==> config.mk <==
export PLATFORM = sky130hd
export DESIGN_NAME = ordered_list_insert_delete_core
export DESIGN_NICKNAME = d
export VERILOG_FILES = /design/src/olid_pkg.sv /design/src/olid_slot_store.sv /design/src/ordered_list_insert_delete_core.sv
export VERILOG_INCLUDE_DIRS = /design/src /design/src/src
export SDC_FILE = /design/constraint.sdc
export NUM_CORES = 1
export LEC_CHECK = 0
export BUFFER_PORTS_ARGS = -buffer_cell sky130_fd_sc_hd__buf_4
export CAP_MARGIN = 20
export CELL_PAD_IN_SITES_DETAIL_PLACEMENT = 2
export CELL_PAD_IN_SITES_GLOBAL_PLACEMENT = 2
export CORE_ASPECT_RATIO = 1.25
export CORE_MARGIN = 2
export CORE_UTILIZATION = 49
export CTS_CLUSTER_SIZE = 28
export DETAILED_ROUTE_END_ITERATION = 10
export GPL_ROUTABILITY_DRIVEN = 0
export HOLD_SLACK_MARGIN = 0.1
export PLACE_DENSITY_LB_ADDON = 0.1
export SLEW_MARGIN = 15
export SYNTH_ARGS = -nofsm -noshare
export SYNTH_HDL_FRONTEND = slang
export SYNTH_HIERARCHICAL = 1
export SYNTH_SLANG_ARGS = --single-unit
==> constraint.sdc <==
create_clock -name aclk -period 6.4 [get_ports aclk]
set_input_delay 0.64 -clock aclk [delete_from_list [all_inputs] [get_ports aclk]]
set_output_delay 0.64 -clock aclk [all_outputs]
set_load 0.005 [all_outputs]
==> src/ordered_list_insert_delete_core_defines.svh <==
// Assertion macros for the ordered list core.
`ifndef ORDERED_LIST_INSERT_DELETE_CORE_DEFINES_SVH
`define ORDERED_LIST_INSERT_DELETE_CORE_DEFINES_SVH

// Same-cycle implication, checked out of reset.
`define OLID_ASSERT_IMP(label, clk, rstn, ante, cons, msg) \
    label: assert property (@(posedge clk) disable iff (!(rstn)) (ante) |-> (cons)) \
        else $error(msg);

// Next-cycle implication, checked out of reset.
`define OLID_ASSERT_NXT(label, clk, rstn, ante, cons, msg) \
    label: assert property (@(posedge clk) disable iff (!(rstn)) (ante) |=> (cons)) \
        else $error(msg);

`endif

==> src/olid_pkg.sv <==
// Shared constants, types and codes of the ordered list core.
package olid_pkg;

    localparam int CAPACITY = 16;
    localparam int SLOT_W   = (CAPACITY > 1) ? $clog2(CAPACITY) : 1;
    localparam int COUNT_W  = $clog2(CAPACITY + 1);
    localparam int VALUE_W  = 32;
    localparam int STATUS_W = 2;
    localparam int ECOUNT_W = 5;

    typedef enum logic [STATUS_W-1:0] {
        STAT_APPENDED  = 2'd0,
        STAT_DELETED   = 2'd1,
        STAT_NOT_FOUND = 2'd2,
        STAT_FULL      = 2'd3
    } olid_status_t;

    typedef enum logic {
        FUNC_APPEND = 1'b0,
        FUNC_DELETE = 1'b1
    } olid_func_t;

    typedef enum logic [2:0] {
        ST_IDLE,
        ST_APPEND,
        ST_APPEND_LINK,
        ST_WALK,
        ST_DONE
    } olid_state_t;

    // Write controls from the sequencer to the slot store.
    typedef struct packed {
        logic              val_we;
        logic [SLOT_W-1:0] val_addr;
        logic              link_we;
        logic [SLOT_W-1:0] link_addr;
        logic [SLOT_W-1:0] link_data;
        logic              free_clr;
        logic              free_set;
        logic [SLOT_W-1:0] free_slot;
    } olid_wr_t;

    // Status from the slot store back to the sequencer.
    typedef struct packed {
        logic              match;
        logic [SLOT_W-1:0] rd_link;
        logic              any_free;
        logic [SLOT_W-1:0] pick;
    } olid_rd_t;

endpackage

==> src/olid_slot_store.sv <==
// Value and link stores, free-slot map, lowest-free-slot pick and key compare.
module olid_slot_store (
    input  logic                           aclk,
    input  logic                           aresetn,
    input  olid_pkg::olid_wr_t             wr,
    input  logic [olid_pkg::VALUE_W-1:0]   wr_value,
    input  logic [olid_pkg::SLOT_W-1:0]    rd_addr,
    input  logic [olid_pkg::VALUE_W-1:0]   key,
    output olid_pkg::olid_rd_t             rd
);
    import olid_pkg::*;

    logic [VALUE_W-1:0]  value_store [CAPACITY];
    logic [SLOT_W-1:0]   link_store  [CAPACITY];
    logic [VALUE_W-1:0]  rd_value_reg;
    logic [SLOT_W-1:0]   rd_link_reg;
    logic [CAPACITY-1:0] free_map_reg;
    logic [CAPACITY-1:0] free_map_next;

    // rd_addr is the slot of the coming cycle; read data lines up with it
    always_ff @(posedge aclk) begin
        if (wr.val_we) begin
            value_store[wr.val_addr] <= wr_value;
        end
        if (wr.link_we) begin
            link_store[wr.link_addr] <= wr.link_data;
        end
        rd_value_reg <= value_store[rd_addr];
        rd_link_reg  <= link_store[rd_addr];
    end

    always_comb begin
        free_map_next = free_map_reg;
        if (wr.free_clr) begin
            free_map_next[wr.free_slot] = 1'b0;
        end
        if (wr.free_set) begin
            free_map_next[wr.free_slot] = 1'b1;
        end
    end

    always_ff @(posedge aclk) begin
        if (!aresetn) begin
            free_map_reg <= '1;
        end else begin
            free_map_reg <= free_map_next;
        end
    end

    // Priority pick: scan down so the lowest free slot wins.
    always_comb begin
        rd.pick = '0;
        for (int s = CAPACITY - 1; s >= 0; s--) begin
            if (free_map_reg[s]) begin
                rd.pick = SLOT_W'(s);
            end
        end
        rd.any_free = |free_map_reg;
        rd.match    = (rd_value_reg == key);
        rd.rd_link  = rd_link_reg;
    end

endmodule

==> src/ordered_list_insert_delete_core.sv <==
// Top level of the ordered circular list core: sequencer, output register, checks.
//
// Keeps an ordered circular list of up to 16 signed 32-bit values in a slot store
// linked by next-slot pointers. Each beat in (func, value) appends at the tail or
// deletes the first entry equal to value, searching from the head; each gives one
// beat out with status and entry count. An append picks the lowest free slot and writes
// its value and a link in the append state; when the list was not empty, a second
// link write in the append-link state closes the ring. A delete walks the list one
// entry per cycle through a single store read port and one 32-bit compare, stopping
// at a match or once every entry is checked. s_ready is high only in idle; a
// finished result sits in the output register while the next beat is accepted.
// The slot store has no reset or clearing pass; only the free-slot map is reset.
`include "ordered_list_insert_delete_core_defines.svh"

module ordered_list_insert_delete_core (
    input  logic                                 aclk,
    input  logic                                 aresetn,
    input  logic                                 s_valid,
    output logic                                 s_ready,
    input  logic                                 s_func,
    input  logic signed [olid_pkg::VALUE_W-1:0]  s_value,
    output logic                                 m_valid,
    input  logic                                 m_ready,
    output logic [olid_pkg::STATUS_W-1:0]        m_status,
    output logic [olid_pkg::ECOUNT_W-1:0]        m_entry_count
);
    import olid_pkg::*;

    olid_state_t         state_reg, state_next;
    logic                func_reg;
    logic [VALUE_W-1:0]  key_reg;
    logic [SLOT_W-1:0]   head_reg, head_next;
    logic [SLOT_W-1:0]   tail_reg, tail_next;
    logic [COUNT_W-1:0]  occupancy_reg, occupancy_next;
    logic [SLOT_W-1:0]   cur_reg, cur_next;
    logic [SLOT_W-1:0]   prev_reg, prev_next;
    logic [SLOT_W-1:0]   pick_reg, pick_next;
    logic [COUNT_W-1:0]  walk_reg, walk_next;
    olid_status_t        res_reg, res_next;
    logic                m_valid_reg, m_valid_next;
    logic [STATUS_W-1:0] m_status_reg, m_status_next;
    logic [ECOUNT_W-1:0] m_count_reg, m_count_next;

    logic                accept;
    logic                out_free;
    olid_wr_t            wr;
    olid_rd_t            rd;

    assign accept   = s_valid && s_ready;
    assign out_free = !m_valid_reg || m_ready;

    olid_slot_store u_store (
        .aclk     (aclk),
        .aresetn  (aresetn),
        .wr       (wr),
        .wr_value (key_reg),
        .rd_addr  (cur_next),
        .key      (key_reg),
        .rd       (rd)
    );

    // Next state.
    always_comb begin
        state_next = state_reg;
        case (state_reg)
            ST_IDLE: begin
                if (s_valid) begin
                    state_next = (s_func == FUNC_DELETE) ? ST_WALK : ST_APPEND;
                end
            end
            ST_APPEND: begin
                if ((occupancy_reg >= COUNT_W'(CAPACITY)) || !rd.any_free
                        || (occupancy_reg == '0)) begin
                    state_next = ST_DONE;
                end else begin
                    state_next = ST_APPEND_LINK;
                end
            end
            ST_APPEND_LINK: state_next = ST_DONE;
            ST_WALK: begin
                if ((walk_reg == occupancy_reg) || rd.match) begin
                    state_next = ST_DONE;
                end
            end
            ST_DONE: begin
                if (out_free) begin
                    state_next = ST_IDLE;
                end
            end
            default: state_next = ST_IDLE;
        endcase
    end

    // Datapath and store controls.
    always_comb begin
        head_next      = head_reg;
        tail_next      = tail_reg;
        occupancy_next = occupancy_reg;
        cur_next       = cur_reg;
        prev_next      = prev_reg;
        pick_next      = pick_reg;
        walk_next      = walk_reg;
        res_next       = res_reg;
        m_valid_next   = m_valid_reg && !m_ready;
        m_status_next  = m_status_reg;
        m_count_next   = m_count_reg;
        wr             = '0;
        s_ready        = 1'b0;
        case (state_reg)
            ST_IDLE: begin
                s_ready   = 1'b1;
                cur_next  = head_reg;
                prev_next = tail_reg;
                walk_next = '0;
            end
            ST_APPEND: begin
                if ((occupancy_reg >= COUNT_W'(CAPACITY)) || !rd.any_free) begin
                    res_next = STAT_FULL;
                end else begin
                    res_next       = STAT_APPENDED;
                    pick_next      = rd.pick;
                    wr.val_we      = 1'b1;
                    wr.val_addr    = rd.pick;
                    wr.free_clr    = 1'b1;
                    wr.free_slot   = rd.pick;
                    wr.link_we     = 1'b1;
                    wr.link_data   = rd.pick;
                    if (occupancy_reg == '0) begin
                        wr.link_addr   = rd.pick;
                        head_next      = rd.pick;
                        tail_next      = rd.pick;
                        occupancy_next = occupancy_reg + 1'b1;
                    end else begin
                        wr.link_addr = tail_reg;
                    end
                end
            end
            ST_APPEND_LINK: begin
                // close the ring: new tail points back at the head
                wr.link_we     = 1'b1;
                wr.link_addr   = pick_reg;
                wr.link_data   = head_reg;
                tail_next      = pick_reg;
                occupancy_next = occupancy_reg + 1'b1;
            end
            ST_WALK: begin
                if (walk_reg == occupancy_reg) begin
                    res_next = STAT_NOT_FOUND;
                end else if (rd.match) begin
                    res_next       = STAT_DELETED;
                    wr.free_set    = 1'b1;
                    wr.free_slot   = cur_reg;
                    occupancy_next = occupancy_reg - 1'b1;
                    if (occupancy_reg == COUNT_W'(1)) begin
                        head_next = '0;
                        tail_next = '0;
                    end else begin
                        wr.link_we   = 1'b1;
                        wr.link_addr = prev_reg;
                        wr.link_data = rd.rd_link;
                        if (cur_reg == head_reg) begin
                            head_next = rd.rd_link;
                        end
                        if (cur_reg == tail_reg) begin
                            tail_next = prev_reg;
                        end
                    end
                end else begin
                    prev_next = cur_reg;
                    cur_next  = rd.rd_link;
                    walk_next = walk_reg + 1'b1;
                end
            end
            ST_DONE: begin
                if (out_free) begin
                    m_valid_next  = 1'b1;
                    m_status_next = res_reg;
                    m_count_next  = ECOUNT_W'(occupancy_reg);
                end
            end
            default: ;
        endcase
    end

    always_ff @(posedge aclk) begin
        if (!aresetn) begin
            state_reg     <= ST_IDLE;
            head_reg      <= '0;
            tail_reg      <= '0;
            occupancy_reg <= '0;
            m_valid_reg   <= 1'b0;
        end else begin
            state_reg     <= state_next;
            head_reg      <= head_next;
            tail_reg      <= tail_next;
            occupancy_reg <= occupancy_next;
            m_valid_reg   <= m_valid_next;
        end
    end

    always_ff @(posedge aclk) begin
        if (accept) begin
            func_reg <= s_func;
            key_reg  <= s_value;
        end
        cur_reg      <= cur_next;
        prev_reg     <= prev_next;
        pick_reg     <= pick_next;
        walk_reg     <= walk_next;
        res_reg      <= res_next;
        m_status_reg <= m_status_next;
        m_count_reg  <= m_count_next;
    end

    assign m_valid       = m_valid_reg;
    assign m_status      = m_status_reg;
    assign m_entry_count = m_count_reg;

    `OLID_ASSERT_IMP(a_occ_bound, aclk, aresetn, 1'b1,
        occupancy_reg <= COUNT_W'(CAPACITY), "occupancy above capacity")
    `OLID_ASSERT_IMP(a_walk_bound, aclk, aresetn, state_reg == ST_WALK,
        walk_reg <= occupancy_reg, "walk ran past the list")
    `OLID_ASSERT_IMP(a_full_only_full, aclk, aresetn,
        m_valid_reg && (m_status_reg == STAT_FULL),
        m_count_reg == ECOUNT_W'(CAPACITY), "full reported below capacity")
    `OLID_ASSERT_NXT(a_path_by_func, aclk, aresetn, accept,
        (func_reg == FUNC_DELETE) == (state_reg == ST_WALK), "wrong path for request")

endmodule
==> out/qor.tcl <==
set qor(run_status) {complete, no violations}
set qor(cellPowerDensity_nw_per_um2) 349
set qor(synth_edf_count) 630
set qor(die_w_um) 214
set qor(vdd_ir_drop_max_uv) 262
set qor(worstSetupEndpointType) {register}
set qor(crit_path_max_incr_delay_ns) 0.85
set qor(grt_max_degree) 50
set qor(power.switching_fraction) 0.253
set qor(critical_path_buffers_and_inverters) 1
set qor(synth_seq_cells) 703
set qor(worst-setup-path-type) {reg -> reg}
set qor(clock-root-buffer) {clkbuf_16}
set qor(crit_top_cell) {nor2_1}
set qor(clk-insertion-delay-late_ns) 0.62
set qor(core.rowCount) 96
set qor(hpwl_after_detailed_placement_um) 46200
set qor(die_height_um) 267
set qor(p_switching_mw) 2.73
set qor(number_of_h_tree_branching_levels) 3
set qor(worstHoldPathType) {in -> reg}
set qor(grt_use_total) 0.295
set qor(drt_pass1_iterations) 5
set qor(wl_met2_um) 44100
set qor(route.detailed.vias_per_inst) 6.38
set qor(final_nets) 1525
set qor(areaGrowthSynthToFinish_pct) 13.9
set qor(final.fill_count) 4685
set qor(yosys.cell_types.count) 59
set qor(initial_antenna_violation_count) 0
set qor(postSynthNetCount) 1436
set qor(timing.critical_path.slowest_stage_cell) {nor4_1}
set qor(ctsLongestPathBuffers) 3
set qor(yosys.area.top_type_share) 0.699
set qor(numPortBuffers) 45
set qor(async_reset_ff_frac) 0
set qor(crit_fanout) 45
set qor(crit_path_cell_trace) {xor2_1 > nor4_1 > nand4_1 > nor2_1 > a211oi_2 > nor2_1 > a21o_4 > buf_12 > mux4_2 > a22oi_1 > nand2_1}
set qor(area.sequential_um2) 20400
set qor(postRouteAntennaNets) 0
set qor(max_ffs_per_register) 512
set qor(initial_utilization) 0.494
set qor(timing_max_transition_violations_final) 0
set qor(crit_arrival_ns) 5.98
set qor(crit_required_ns) 6.89
set qor(drc) 0
set qor(fmax_achieved_ghz) 0.182
set qor(register_share_of_total_power) 0.517
set qor(final.hold.worst_slack_ns) 0.195
set qor(timing.max_slew.rel_slack) 0.247
set qor(antenna_cells) 0
set qor(largest_register) {u_store/value_store}
set qor(synth_ff_type) {edfxtp_1}
set qor(synth_area_leaders) {edfxtp_1 (70%), mux4_2 (12%), dfxtp_1 (5.4%)}
set qor(final.period_utilization) 0.859
set qor(cts.reportedPaths.clkPinSlew_ns) 0.07
set qor(tritoncts_clock_tree) {built}
set qor(postSynthAreaPerCell_um2) 19.4
set qor(grt_pass1_wl_um) 118000
set qor(drtIter0Drc) 1331
set qor(synth.yosys.seq_area_share) 0.753
set qor(grt_pass1_vias) 15900
set qor(drt-wirelength-per-cell_um) 36.2
set qor(postCtsHoldBufs) 0
set qor(met3_length_um) 4520
set qor(biggestRegsByFlops) {u_store/value_store x512, u_store/link_store x64}
set qor(power.leakage_nw) 9.89
set qor(synth.cell_area_um2) 27100
set qor(detail_route.wirelength.met1_um) 31100
set qor(cts_buffers) 71
set qor(setup_violations) 0
set qor(post_route_setup_tns_ns) 0
set qor(finalClockSkew_ns) 0.0229
set qor(synth_area_leader_cell) {edfxtp_1}
set qor(area_taken_by_multi_input_logic_gates_um2) 6490
set qor(grt_remaining_overflow) 0
set qor(routed_via_count) 14500
set qor(cts_resized) 0
set qor(postCtsSetupRepairBufs) 0
set qor(postSynthCellCount) 1394
set qor(worstMarginPinSlew_ns) 1.13
set qor(die-area_um2) 57200
set qor(path_delay_family) {simple AND/OR/NAND/NOR gates}
set qor(rsz0062_at_grt) {no}
set qor(share_clk_of_total_power) 0.389
set qor(hold_viol_final) 0
set qor(top_signal_layer_used) {met4}
set qor(core_area_um2) 54800
set qor(design.portCount) 46
set qor(yosys_warnings) 6
set qor(postRouteWirelength_um) 82400
set qor(drive_above_1_share) 0.242
set qor(min_period_ns) 5.50
set qor(combPwrFrac) 0.094
set qor(intPower_mw) 8.04
set qor(numClockSinks) 703
set qor(max_cap_violation_count) 0
set qor(worst_setup_path_start_kind) {register}
## power by group through the flow
stage / Sequential (mW) / Combinational (mW) / Clock [mW]
after floorplan: 5.52 / 0.648 / 0
after global placement: 5.61 / 0.941 / 0
after detailed placement: 5.65 / 0.984 / 0
after CTS: 5.57 / 1.02 / 4.29
after global routing: 5.59 / 1.08 / 4.41
final: 5.57 / 1.01 / 4.19
## metrics by stage
stage	total power, mW	utilization	instances	cell area (um2)	setup WS [ns]
final	10.8	0.563	2275	30800	0.904
after global routing	11.1	0.563	2275	30800	0.695
after CTS	10.9	0.563	2275	30800	0.881
after detailed placement	6.64	0.521	2145	28500	0.840
after global placement	6.55	0.521	2144	28500	1.09
after floorplan	6.17	-	1394	27100	1.57
## metal layers
layer  track usage  vias up
met5             0        -
met4         0.109        0
met3        0.0428      165
met2         0.531      582
met1         0.364     7877
li1              -     5888
## synthesized netlist by cell type, drive strengths merged, types with 11 or more instances
master    n
a21oi    11
a22oi    74
buf      38
clkbuf   29
dfxtp    73
edfxtp  630
mux2i    12
mux4    144
nand2    75
nand2b   11
nor2     50
nor3     16
o211ai   21
o21ai    23
xor2     40
## area by class of cell
| class | instances | share of cell area |
|---|---|---|
| Clock inverter | 35 | 0.00897 |
| Clock buffer | 95 | 0.0656 |
| Timing Repair Buffer | 83 | 0.0234 |
| Multi-Input combinational cell | 616 | 0.210 |
| Inverter | 8 | 0.000974 |
| Sequential cell | 703 | 0.661 |
| Tap cell | 735 | 0.0298 |
## cells by family after synthesis
| logic type | share of synthesized area |
|---|---|
| AO/OA/AOI/OAI | 0.0488 |
| XOR/XNOR | 0.0158 |
| adder cells (fa/ha/maj) | 0.00231 |
| buffers and inverters | 0.0144 |
| flip-flops | 0.753 |
| multiplexers | 0.124 |
| AND/OR/NAND/NOR | 0.0418 |
## path summary, 6_finish.rpt
kind	depth (start not counted)	to	slack [ns]	start
worst max register to register	11	u_store/rd_value_reg[22]	0.90	key_reg[27]
worst min register to register	0	m_status[0]	0.47	res_reg[0]
worst max-delay path	11	u_store/rd_value_reg[22]	0.90	key_reg[27]
worst min-delay path	1	key_reg[29]	0.20	s_value[29]
## cell usage in the layout, fill, tap and decap left out, types with 7 or more instances in the layout
cell type,Yosys,routed
o211ai_1,21,21
nand3b_1,10,10
a22oi_1,74,74
xor2_1,40,40
mux4_2,144,144
inv_1,8,8
nor2_1,50,37
mux2i_1,12,12
buf_12,0,8
a21oi_1,11,11
clkinv_1,0,7
clkbuf_1,29,14
nand3_1,9,9
clkinv_2,0,17
nor2_4,0,13
a21o_1,10,8
o21ai_0,22,22
edfxtp_1,630,630
clkbuf_16,0,76
nand2b_1,11,11
a221o_1,9,9
nor4_1,10,9
buf_4,0,75
nor3_1,16,12
dfxtp_1,73,73
xnor2_1,9,9
nand2_1,75,75
No activity file was read; power rests on OpenSTA's default activity.
